--- src/rtl/nsvc_pkg.sv ---
`timescale 1ns / 1ps
package nsvc_pkg;

   localparam int QUEUE_DEPTH = 2;

   localparam logic [7:0] MAX_LENGTH_RESET = 8'd83;
   localparam logic [7:0] MIN_LENGTH       = 8'd6;

   localparam logic [0:0] CSR_STRICT_MODE = 1'd0;
   localparam logic [0:0] CSR_MAX_LENGTH  = 1'd1;

   localparam logic [7:0] CHAR_DOLLAR = 8'h24;
   localparam logic [7:0] CHAR_STAR   = 8'h2A;
   localparam logic [7:0] CHAR_COMMA  = 8'h2C;
   localparam logic [7:0] CHAR_LF     = 8'h0A;
   localparam logic [7:0] CHAR_CR     = 8'h0D;

   localparam logic [3:0] KIND_INVALID = 4'd0;
   localparam logic [3:0] KIND_UNKNOWN = 4'd1;
   localparam logic [3:0] KIND_RMC     = 4'd2;
   localparam logic [3:0] KIND_GGA     = 4'd3;
   localparam logic [3:0] KIND_GSA     = 4'd4;
   localparam logic [3:0] KIND_GLL     = 4'd5;
   localparam logic [3:0] KIND_GST     = 4'd6;
   localparam logic [3:0] KIND_GSV     = 4'd7;
   localparam logic [3:0] KIND_VTG     = 4'd8;

   typedef struct packed {
      logic [7:0] char_byte;
      logic       last_byte;
   } req_type;

   typedef struct packed {
      logic [3:0] sentence_kind;
      logic [7:0] computed_checksum;
      logic       checksum_present;
   } rsp_type;

   typedef struct packed {
      logic [7:0] char_byte;
      logic       last_byte;
      logic       is_zero;
      logic       printable;
      logic       talker_bad;
      logic       is_dollar;
      logic       is_star;
      logic       is_lf;
      logic       is_cr;
      logic       hex_ok;
      logic [3:0] hex_val;
   } class_type;

   function automatic logic [3:0] kind_of(input logic [23:0] letters);
      logic [3:0] kind;
      case (letters)
         "RMC":   kind = KIND_RMC;
         "GGA":   kind = KIND_GGA;
         "GSA":   kind = KIND_GSA;
         "GLL":   kind = KIND_GLL;
         "GST":   kind = KIND_GST;
         "GSV":   kind = KIND_GSV;
         "VTG":   kind = KIND_VTG;
         default: kind = KIND_UNKNOWN;
      endcase
      return kind;
   endfunction

endpackage

--- src/rtl/nsvc_front.sv ---
`timescale 1ns / 1ps
module nsvc_front
   import nsvc_pkg::*;
(
   input  req_type   req_item,
   output class_type cls_item
);

   logic [7:0] b;

   assign b = req_item.char_byte;

   always_comb begin
      cls_item.char_byte  = b;
      cls_item.last_byte  = req_item.last_byte;
      cls_item.is_zero    = (b == 8'h00);
      cls_item.printable  = (b inside {[8'h20:8'h7E]});
      cls_item.talker_bad = !(b inside {[8'h20:8'h7E]}) || (b == CHAR_COMMA)
                            || (b == CHAR_STAR);
      cls_item.is_dollar  = (b == CHAR_DOLLAR);
      cls_item.is_star    = (b == CHAR_STAR);
      cls_item.is_lf      = (b == CHAR_LF);
      cls_item.is_cr      = (b == CHAR_CR);
      cls_item.hex_ok     = 1'b1;
      cls_item.hex_val    = 4'd0;
      if (b inside {["0":"9"]}) begin
         cls_item.hex_val = 4'(b - 8'h30);
      end else if (b inside {["A":"F"]}) begin
         cls_item.hex_val = 4'(b - 8'h37);
      end else if (b inside {["a":"f"]}) begin
         cls_item.hex_val = 4'(b - 8'h57);
      end else begin
         cls_item.hex_ok = 1'b0;
      end
   end

endmodule

--- src/rtl/nsvc_queue.sv ---
`timescale 1ns / 1ps
module nsvc_queue
   import nsvc_pkg::*;
#(
   parameter int Depth = QUEUE_DEPTH
)
(
   input  logic      clock,
   input  logic      reset,
   input  logic      in_valid,
   output logic      in_ready,
   input  class_type in_item,
   output logic      out_valid,
   input  logic      out_ready,
   output class_type out_item
);

   localparam int PtrW = (Depth > 1) ? $clog2(Depth) : 1;
   localparam int CntW = $clog2(Depth + 1);

   class_type           slot_ff [Depth];
   logic [PtrW-1:0]     wr_ptr_ff, wr_ptr_in;
   logic [PtrW-1:0]     rd_ptr_ff, rd_ptr_in;
   logic [CntW-1:0]     count_ff, count_in;
   logic                push, pop;

   assign in_ready  = (count_ff != CntW'(Depth));
   assign out_valid = (count_ff != '0);
   assign out_item  = slot_ff[rd_ptr_ff];
   assign push      = in_valid && in_ready;
   assign pop       = out_valid && out_ready;

   always_comb begin
      wr_ptr_in = wr_ptr_ff;
      rd_ptr_in = rd_ptr_ff;
      count_in  = count_ff;
      if (push) begin
         wr_ptr_in = (wr_ptr_ff == PtrW'(Depth - 1)) ? '0 : wr_ptr_ff + 1'b1;
      end
      if (pop) begin
         rd_ptr_in = (rd_ptr_ff == PtrW'(Depth - 1)) ? '0 : rd_ptr_ff + 1'b1;
      end
      if (push && !pop) begin
         count_in = count_ff + 1'b1;
      end else if (pop && !push) begin
         count_in = count_ff - 1'b1;
      end
   end

   always_ff @(posedge clock) begin
      if (reset) begin
         wr_ptr_ff <= '0;
         rd_ptr_ff <= '0;
         count_ff  <= '0;
      end else begin
         wr_ptr_ff <= wr_ptr_in;
         rd_ptr_ff <= rd_ptr_in;
         count_ff  <= count_in;
      end
   end

   always_ff @(posedge clock) begin
      if (push) begin
         slot_ff[wr_ptr_ff] <= in_item;
      end
   end

endmodule

--- src/rtl/nsvc_back.sv ---
`timescale 1ns / 1ps
module nsvc_back
   import nsvc_pkg::*;
(
   input  logic       clock,
   input  logic       reset,
   input  logic       strict_mode,
   input  logic [7:0] max_length,
   input  logic       q_valid,
   output logic       q_ready,
   input  class_type  q_item,
   output logic       rsp_valid,
   input  logic       rsp_ready,
   output rsp_type    rsp_data
);

   localparam logic [2:0] PH_DOLLAR = 3'd0;
   localparam logic [2:0] PH_BODY   = 3'd1;
   localparam logic [2:0] PH_HEX1   = 3'd2;
   localparam logic [2:0] PH_HEX2   = 3'd3;
   localparam logic [2:0] PH_TRAIL  = 3'd4;
   localparam logic [2:0] PH_SKIP   = 3'd5;

   localparam logic [1:0] TR_NONE = 2'd0;
   localparam logic [1:0] TR_LF   = 2'd1;
   localparam logic [1:0] TR_CR   = 2'd2;
   localparam logic [1:0] TR_CRLF = 2'd3;

   logic [2:0]  phase_ff, phase_in;
   logic [7:0]  xor_ff, xor_in;
   logic [3:0]  nibble_ff, nibble_in;
   logic [7:0]  count_ff, count_in;
   logic [23:0] letters_ff, letters_in;
   logic        talker_ok_ff, talker_ok_in;
   logic [1:0]  trail_ff, trail_in;
   logic        star_ff, star_in;
   logic        reject_ff, reject_in;
   logic        ended_ff, ended_in;
   logic        rsp_valid_ff, rsp_valid_in;
   rsp_type     rsp_data_ff, rsp_data_in;
   logic        pop;
   logic [1:0]  trail_cur;

   assign q_ready   = !q_item.last_byte || !rsp_valid_ff || rsp_ready;
   assign pop       = q_valid && q_ready;
   assign rsp_valid = rsp_valid_ff;
   assign rsp_data  = rsp_data_ff;

   always_comb begin
      phase_in     = phase_ff;
      xor_in       = xor_ff;
      nibble_in    = nibble_ff;
      count_in     = count_ff;
      letters_in   = letters_ff;
      talker_ok_in = talker_ok_ff;
      trail_in     = trail_ff;
      star_in      = star_ff;
      reject_in    = reject_ff;
      ended_in     = ended_ff;
      rsp_valid_in = rsp_valid_ff && !rsp_ready;
      rsp_data_in  = rsp_data_ff;
      trail_cur    = trail_ff;

      if (pop && !ended_ff) begin
         if (q_item.is_zero) begin
            ended_in = 1'b1;
         end else begin
            if (count_ff != 8'hFF) begin
               count_in = count_ff + 1'b1;
            end
            if (count_ff inside {[8'd1:8'd5]}) begin
               if (q_item.talker_bad) begin
                  talker_ok_in = 1'b0;
               end
               if (count_ff >= 8'd3) begin
                  letters_in = {letters_ff[15:0], q_item.char_byte};
               end
            end
            case (phase_ff)
               PH_DOLLAR: begin
                  if (q_item.is_dollar) begin
                     phase_in = PH_BODY;
                  end else begin
                     reject_in = 1'b1;
                     phase_in  = PH_SKIP;
                  end
               end
               PH_BODY: begin
                  if (q_item.is_star) begin
                     star_in  = 1'b1;
                     phase_in = PH_HEX1;
                  end else if (q_item.printable) begin
                     xor_in = xor_ff ^ q_item.char_byte;
                  end else begin
                     phase_in  = PH_TRAIL;
                     trail_cur = TR_NONE;
                  end
               end
               PH_HEX1: begin
                  if (q_item.hex_ok) begin
                     nibble_in = q_item.hex_val;
                     phase_in  = PH_HEX2;
                  end else begin
                     reject_in = 1'b1;
                     phase_in  = PH_SKIP;
                  end
               end
               PH_HEX2: begin
                  if (!q_item.hex_ok || {nibble_ff, q_item.hex_val} != xor_ff) begin
                     reject_in = 1'b1;
                     phase_in  = PH_SKIP;
                  end else begin
                     phase_in = PH_TRAIL;
                  end
               end
               default: begin
               end
            endcase
            if ((phase_ff == PH_TRAIL)
                || (phase_ff == PH_BODY && !q_item.is_star && !q_item.printable)) begin
               if (trail_cur == TR_NONE && q_item.is_lf) begin
                  trail_in = TR_LF;
               end else if (trail_cur == TR_NONE && q_item.is_cr) begin
                  trail_in = TR_CR;
               end else if (trail_cur == TR_CR && q_item.is_lf) begin
                  trail_in = TR_CRLF;
               end else begin
                  reject_in = 1'b1;
                  phase_in  = PH_SKIP;
               end
            end
         end
      end

      if (pop && q_item.last_byte) begin
         rsp_valid_in                 = 1'b1;
         rsp_data_in.computed_checksum = xor_in;
         rsp_data_in.checksum_present  = star_in;
         if (reject_in || count_in > max_length || count_in < MIN_LENGTH || !talker_ok_in
             || (phase_in != PH_BODY && phase_in != PH_TRAIL)
             || (phase_in == PH_TRAIL && trail_in == TR_CR)
             || (!star_in && strict_mode)) begin
            rsp_data_in.sentence_kind = KIND_INVALID;
         end else begin
            rsp_data_in.sentence_kind = kind_of(letters_in);
         end
         phase_in     = PH_DOLLAR;
         xor_in       = '0;
         nibble_in    = '0;
         count_in     = '0;
         letters_in   = '0;
         talker_ok_in = 1'b1;
         trail_in     = TR_NONE;
         star_in      = 1'b0;
         reject_in    = 1'b0;
         ended_in     = 1'b0;
      end
   end

   always_ff @(posedge clock) begin
      if (reset) begin
         phase_ff     <= PH_DOLLAR;
         xor_ff       <= '0;
         nibble_ff    <= '0;
         count_ff     <= '0;
         letters_ff   <= '0;
         talker_ok_ff <= 1'b1;
         trail_ff     <= TR_NONE;
         star_ff      <= 1'b0;
         reject_ff    <= 1'b0;
         ended_ff     <= 1'b0;
         rsp_valid_ff <= 1'b0;
      end else begin
         phase_ff     <= phase_in;
         xor_ff       <= xor_in;
         nibble_ff    <= nibble_in;
         count_ff     <= count_in;
         letters_ff   <= letters_in;
         talker_ok_ff <= talker_ok_in;
         trail_ff     <= trail_in;
         star_ff      <= star_in;
         reject_ff    <= reject_in;
         ended_ff     <= ended_in;
         rsp_valid_ff <= rsp_valid_in;
      end
   end

   always_ff @(posedge clock) begin
      rsp_data_ff <= rsp_data_in;
   end

endmodule

--- src/rtl/nmea_sentence_validate_classify.sv ---
`timescale 1ns / 1ps
// channel  ports                                    direction  moves
// req      req_valid / req_ready / req_data         in         one sentence byte per transfer
// rsp      rsp_valid / rsp_ready / rsp_data         out        one result per last byte
// csr      csr_valid / csr_ready / csr_index, data  in         one register write per transfer
//
// One byte per cycle sustained unless a last byte waits on a full result register; a
// byte is classified into the queue, then the back end updates state and result.
// The queue holds QueueDepth classified bytes; the back end stalls only a last byte
// while the result register is still full, and req_ready drops when the queue fills.
// Synchronous reset clears the sentence state, queue and result valid; strict_mode
// returns to 0 and max_length to 83. csr writes are always taken.
module nmea_sentence_validate_classify
   import nsvc_pkg::*;
#(
   parameter int QueueDepth = QUEUE_DEPTH
)
(
   input  logic       clock,
   input  logic       reset,
   input  logic       req_valid,
   output logic       req_ready,
   input  req_type    req_data,
   output logic       rsp_valid,
   input  logic       rsp_ready,
   output rsp_type    rsp_data,
   input  logic       csr_valid,
   output logic       csr_ready,
   input  logic [0:0] csr_index,
   input  logic [7:0] csr_data
);

   logic       strict_ff, strict_in;
   logic [7:0] max_len_ff, max_len_in;
   class_type  cls_item;
   class_type  q_item;
   logic       q_valid;
   logic       q_ready;

   assign csr_ready = 1'b1;

   always_comb begin
      strict_in  = strict_ff;
      max_len_in = max_len_ff;
      if (csr_valid) begin
         case (csr_index)
            CSR_STRICT_MODE: strict_in  = csr_data[0];
            CSR_MAX_LENGTH:  max_len_in = csr_data;
            default: begin
            end
         endcase
      end
   end

   always_ff @(posedge clock) begin
      if (reset) begin
         strict_ff  <= 1'b0;
         max_len_ff <= MAX_LENGTH_RESET;
      end else begin
         strict_ff  <= strict_in;
         max_len_ff <= max_len_in;
      end
   end

   nsvc_front u_front (
      .req_item (req_data),
      .cls_item (cls_item)
   );

   nsvc_queue #(
      .Depth (QueueDepth)
   ) u_queue (
      .clock     (clock),
      .reset     (reset),
      .in_valid  (req_valid),
      .in_ready  (req_ready),
      .in_item   (cls_item),
      .out_valid (q_valid),
      .out_ready (q_ready),
      .out_item  (q_item)
   );

   nsvc_back u_back (
      .clock       (clock),
      .reset       (reset),
      .strict_mode (strict_ff),
      .max_length  (max_len_ff),
      .q_valid     (q_valid),
      .q_ready     (q_ready),
      .q_item      (q_item),
      .rsp_valid   (rsp_valid),
      .rsp_ready   (rsp_ready),
      .rsp_data    (rsp_data)
   );

endmodule
--- config.mk ---
export PLATFORM = sky130hd
export DESIGN_NAME = nmea_sentence_validate_classify
export DESIGN_NICKNAME = d
export VERILOG_FILES = /design/src/rtl/nsvc_pkg.sv /design/src/rtl/nsvc_front.sv /design/src/rtl/nsvc_queue.sv /design/src/rtl/nsvc_back.sv /design/src/rtl/nmea_sentence_validate_classify.sv
export SDC_FILE = /design/constraint.sdc
export NUM_CORES = 1
export LEC_CHECK = 0
export BUFFER_PORTS_ARGS = -buffer_cell sky130_fd_sc_hd__buf_2
export CAP_MARGIN = 10
export CORE_ASPECT_RATIO = 1.5
export CORE_MARGIN = 3
export CORE_UTILIZATION = 40
export CTS_CLUSTER_DIAMETER = 100
export DETAILED_ROUTE_END_ITERATION = 8
export SLEW_MARGIN = 10
export SYNTH_ARGS = -nofsm -noshare
export SYNTH_HDL_FRONTEND = slang
export SYNTH_SLANG_ARGS = --single-unit
--- constraint.sdc ---
create_clock -name clock -period 3.31 [get_ports clock]
set_input_delay 0.662 -clock clock [delete_from_list [all_inputs] [get_ports clock]]
set_output_delay 0.662 -clock clock [all_outputs]
set_load 0.02 [all_outputs]
## Word-level counts from Yosys, hierarchy flattened

Memory sizes are Yosys's and may differ from the RTL's. A register that Yosys moved wholly into a read port is not among the register bits.
Cells that the tools add are included.

| storage, ports and cells | value |
|---|---|
| flip-flop bits (word level) | 80 |
| memory bits (writable) | 42 |
| memories | 1 |

| operators by class | value |
|---|---|
| reductions and logical operators | 54 |
| equal/unequal tests | 24 |
| mux-type cells | 69 |
| order comparisons | 13 |
| bitwise gates (word level) | 3 |
| add/subtract/negate cells | 8 |

Memory list:

| memory | depth | bits a word | read ports | clocked after memory_dff | wr ports | line | text |
|---|---|---|---|---|---|---|---|
| u_queue.slot_ff | 2 | 21 | 1 | 1 | 1 | nsvc_queue.sv:21 | `class_type slot_ff [Depth];` |

Operators with widths:

| operator | number |
|---|---|
| equality test 24 x 23 -> 1 bit, second input constant | 7 |
| 2-to-1 mux 24 bit | 4 |
| 2-to-1 mux 8 bit | 8 |
| 2-to-1 mux 3 bit | 10 |
| 2-to-1 mux 1 bit | 28 |
| one-hot mux 4 bit (7 select lines) | 1 |
| 2-to-1 mux 2 bit | 13 |
| equality test 8 x 6 -> 1 bit, second input constant | 3 |
| less-or-equal comparator 8 x 7 -> 1 bit, second input constant | 3 |
| logical AND 1 bit | 20 |
| equality test 8 x 4 -> 1 bit, second input constant | 2 |
| >= comparator 8 x 6 -> 1 bit, second input constant | 2 |
| >= comparator 8 x 7 -> 1 bit, second input constant | 2 |
| logical NOT 1 bit | 12 |
| logical OR 1 bit | 12 |
| 2-to-1 mux 4 bit | 3 |
| one-hot mux 3 bit (4 select lines) | 1 |
| adder 8 x 1 -> 8 bit, second input constant | 1 |
| >= comparator 8 x 1 -> 1 bit, second input constant | 1 |
| >= comparator 8 x 2 -> 1 bit, second input constant | 1 |
| greater-than comparator 8 bit | 1 |
| less-or-equal comparator 8 x 3 -> 1 bit, second input constant | 1 |
| less-or-equal comparator 8 x 6 -> 1 bit, second input constant | 1 |
| logical NOT 8 bit | 1 |
| 24 further kinds | 33 |

## Longest topological paths before layout

| logic depth | value |
|---|---|
| word-level depth | 20 |
| depth in mapped cells | 16 |

## Hierarchy

From an unflattened synthesis, not the netlist that was laid out.

| unflattened totals | value |
|---|---|
| cells, all modules | 605 |
| area, all modules | 6,162.2 um2 |

By module, submodules not included:

| module | area an instance (um2) | sequential area each (um2) | instances | cells each |
|---|---|---|---|---|
| nsvc_back | 3,648.5 | 1,471.4 | 1 | 424 |
| nsvc_queue | 1,730.4 | 1,361.3 | 1 | 89 |
| nmea_sentence_validate_classify | 397.9 | 180.2 | 1 | 39 |
| nsvc_front | 385.4 | 0.0 | 1 | 53 |

## Worst setup path after synthesis

OpenSTA, ideal clock, no wires.

| timing | value |
|---|---|
| kind | in2reg |
| start point | input rsp_ready |
| end point | register u_back.rsp_data_ff (netlist bit u_back.rsp_data[10]), data pin |
| slack | 0.045 ns |
| buffers on the path | 1 |
| stages on the path | 14 |
| arrival time | 3.112 ns |
| path through | nand2b_1 > o22ai_1 > buf_1 > nor2_2 > nand4_1 > mux2_2 > ha_1 > o21ai_0 > a21oi_1 > o21bai_1 > a21oi_1 > a2111oi_2 > o2111ai_2 > a31oi_1 |

| between the ends | value |
|---|---|
| cells in the longest elaborated chain, start to end | 11 |

Ends and longest elaborated chain:

| item | line | text |
|---|---|---|
| from (decl) | nmea_sentence_validate_classify.sv:25 | `input logic rsp_ready,` |
| logical OR 1 bit * | nsvc_back.sv:44 | `assign q_ready = !q_item.last_byte \|\| !rsp_valid_ff \|\| rsp_ready;` |
| logical AND 1 bit * | nsvc_back.sv:45 | `assign pop = q_valid && q_ready;` |
| logical AND 1 bit * | nsvc_back.sv:64 | `if (pop && !ended_ff) begin` |
| 2-to-1 mux 8 bit | nsvc_back.sv:64 |  |
| greater-than comparator 8 bit | nsvc_back.sv:139 | `if (reject_in \|\| count_in > max_length \|\| count_in < MIN_LENGTH \|\| !talker_ok_in` |
| logical OR 1 bit (3 in series) | nsvc_back.sv:139 |  |
| logical OR 1 bit | nsvc_back.sv:140 | `\|\| (phase_in != PH_BODY && phase_in != PH_TRAIL)` |
| logical OR 1 bit | nsvc_back.sv:141 | `\|\| (phase_in == PH_TRAIL && trail_in == TR_CR)` |
| logical OR 1 bit | nsvc_back.sv:142 | `\|\| (!star_in && strict_mode)) begin` |
| to (signal assigned) | nsvc_back.sv:189 | `rsp_data_ff <= rsp_data_in;` |
| to (decl) | nsvc_back.sv:40 | `rsp_type rsp_data_ff, rsp_data_in;` |

Every way passes the cells marked *; elsewhere a longest branch is shown, timed or not.
A chain may end at the register's enable or synchronous reset.

==> flow_summary.yaml <==
floorplan:
  ioPinCount: 39
  row_count: 53
  die_x_um: 105
  start_util_pct: 41.4
  die_area_um2: 16200
  core_um2: 14200
  die_y_um: 154
final_layout:
  instances_no_fill: 848
  diodes: 0
  final_common_cell: "nand2_1"
  nets: 683
  fill_cells: 1325
  final_area_um2: 7030
  syn_to_final_growth_pct: 19.7
  most-common-layout-cells: "nand2_1, dfxtp_1, edfxtp_1"
  drive_above_1_share_pct: 18.3
job:
  cap_violations: 0
global_route:
  gr-usage-all-layers_pct: 16.3
  grt-ovfl-total: 0
  antenna_found_initial: 0
  grt_max_degree: 38
  grt_pass1_wl_um: 21100
  grt_pass1_vias: 4483
min_path:
  hold_class: "input pin to flip-flop"
sta:
  maxSlewHeadroom_pct: 34.9
  period_needed_ns: 3.27
  finalMaxSlewViolations: 0
  rsz0062_at_grt: "true"
  max_freq_ghz: 0.306
  fin_ws_ns: 0.0435
  hold_slack_ns: 0.445
  fin_crit_sh_pct: 98.7
  hold_viol: 0
  final-setup-viol-count: 0
  clock_skew_ns: 0.00792
  tightest_slew_ns: 0.976
power:
  power_w: 0.00505
  vdd_drop_max_mv: 0.293
  p_per_area_nw_per_um2: 719
  p_leak_nw: 2.61
cts:
  h-tree-depth: 4
  holdBufCountCts: 0
  clkLatencyLatePin_ns: 0.41
  cts_made_buffers: 17
  clock-root-buffer: "clkbuf_16"
  cts_tree: "done"
  cts_sinks: 123
  path_clk_slew_ns: 0.06
  clock_path_buffers: 2
detailed_routing:
  dr_total_vias: 4468
  drc: 0
  ant_nets: 0
  dr.pass1.iters: 5
  wl_per_cell_um: 15.3
  routed_wl_um: 13000
  drtIter0Drc: 258
  viasPerCell: 5.27
logic_synthesis:
  synth_ff_type: "dfxtp_1"
  netlist.area_leader.share_pct: 28.1
  seq_area_frac_synth_pct: 51.3
  syn_inst: 589
  yosys_warnings: 0
  synthesis.nets: 629
  ys_ff_latch: 123
  synth-edff-count: 55
  syn_area_per_cell_um2: 9.97
  synth_top_area_cell: "edfxtp_1"
  postSynth.asyncResetShare_pct: 0
  syn_area_um2: 5870
  synth.distinct_cells: 70
  synth_top_cells_by_area: "edfxtp_1, dfxtp_1, a21oi_1"
worst_setup_path:
  end_kind: "flip-flop"
  cp.arrival_ns: 3.52
  critPathKind: "flip-flop to flip-flop"
  crit_path_max_fanout: 6
  reg2reg_depth: 13
  r2r_slack_ns: 0.04
  timing.rr.end: "u_back.rsp_data[10]"
  cp.required_ns: 3.57
  startpoint_type: "flip-flop"
  worstSetupEndpoint: "u_back.rsp_data[10]"
placement:
  place_congestion: 0.886
  dp_hpwl_um: 9460
  placed_area_um2: 6350
  place_inst: 815
  dp_slack_ns: -0.206
  portBuffers: 37
status:
  status: "completed"
## Yosys cell counts (all sizes together) (2+ instances only)
cell type  instances
nand4              8
a31oi              3
dfxtp             68
or4                3
buf                8
nand2b             9
nand3             18
nor4b              4
and2              15
inv               19
o211ai             4
nor2              53
o21a               2
or3                7
o21ai             16
edfxtp            55
a21oi             54
or2                4
xnor2             15
and4b              2
and3              11
nor4bb             4
clkbuf            17
nor3b              6
a211o              4
ha                17
nor2b              8
nor3              15
o22ai              4
nor4               6
xor2              10
nand2             68
mux2               7
a21o               2
mux2i             19
or4b               3
## worst min path at each step
stage	startpoint	endpoint	slack (ns)	cells after the start
6_report	req_data[0]	u_queue.slot_ff[0][12]	0.45	1
5_1_grt	req_data[0]	u_queue.slot_ff[0][12]	0.43	1
4_1_cts	req_data[0]	u_queue.slot_ff[0][12]	0.42	1
3_5_place_dp	u_back.letters_ff[22]	u_back.letters_ff[22]	0.44	2
3_3_place_gp	u_back.letters_ff[22]	u_back.letters_ff[22]	0.44	2
2_1_floorplan	u_back.letters_ff[22]	u_back.letters_ff[22]	0.43	2
## per-stage QoR
step,setup TNS [ns],utilization [%]
final,0,49.5
after global routing,-0.435,49.5
after CTS,0,49.2
after detailed placement,-0.712,44.7
after global placement,-0.257,44.7
after floorplan,0,-
## kinds of logic after synthesis
family / Yosys count / synth area share, %
fa+ha+maj: 17 / 3.62
flops: 123 / 51.3
other cells: 1 / 0.0638
mux: 27 / 5.03
simple gates: 249 / 22.2
xor+xnor: 25 / 3.73
buf+inv: 44 / 3.32
compound gates: 103 / 10.8
## worst max-delay path, cell delays in order, from the launching register on
cell and delay [ns]:
dfxtp_2 0.36, mux2_4 0.31, or2_4 0.25, a311oi_4 0.41, nand3_2 0.17, xnor2_2 0.21, ha_1 0.28, o21ai_1 0.12
a21oi_1 0.06, o21bai_1 0.17, a21oi_2 0.10, a2111oi_4 0.30, o2111ai_2 0.21, a31oi_1 0.18
## repair_timing
action / 4_1_cts / 5_1_grt
pin swaps: 3 / 6
endpoints found under the setup margin: 4 / 4
resized for setup: 2 / 12
setup buffers: 0 / 1
## flip-flops by register name, indices dropped and copies added (netlist names), 2 cells and up, named ones only
| name | flops |
|---|---|
| u_queue.slot_ff | 42 |
| u_back.letters_ff | 24 |
| u_back.rsp_data | 13 |
| max_len_ff | 8 |
| u_back.count_ff | 8 |
| u_back.xor_ff | 8 |
| u_back.nibble_ff | 4 |
| u_back.phase_ff | 3 |
| u_back.trail_ff | 2 |
| u_queue.count_ff | 2 |
## cell type report
cell class	count	area [um2]	share of cell area [%]
Sequential cell	123	3010	42.9
Multi-Input combinational cell	422	2740	38.9
Clock buffer	17	425	6.05
Timing Repair Buffer	60	358	5.09
Tap cell	192	240	3.42
Clock inverter	15	185	2.63
Inverter	19	71.3	1.01
## power breakdown
group / internal [W] / switching, W / total (W)
Clock: 0.00120 / 0.000703 / 0.00190
Sequential: 0.00180 / 0.0000949 / 0.00190
Combinational: 0.000474 / 0.000780 / 0.00125
## layer usage
layer  vias to the layer above  track usage, %  share of wire, %
li1                       2214               -                 -
met1                      2152            17.9                42
met2                        87            30.0                54
met3                        15            3.59               3.1
met4                         0            6.50               1.4
met5                         -               0                 0
Power figures use the tool's default switching activity.
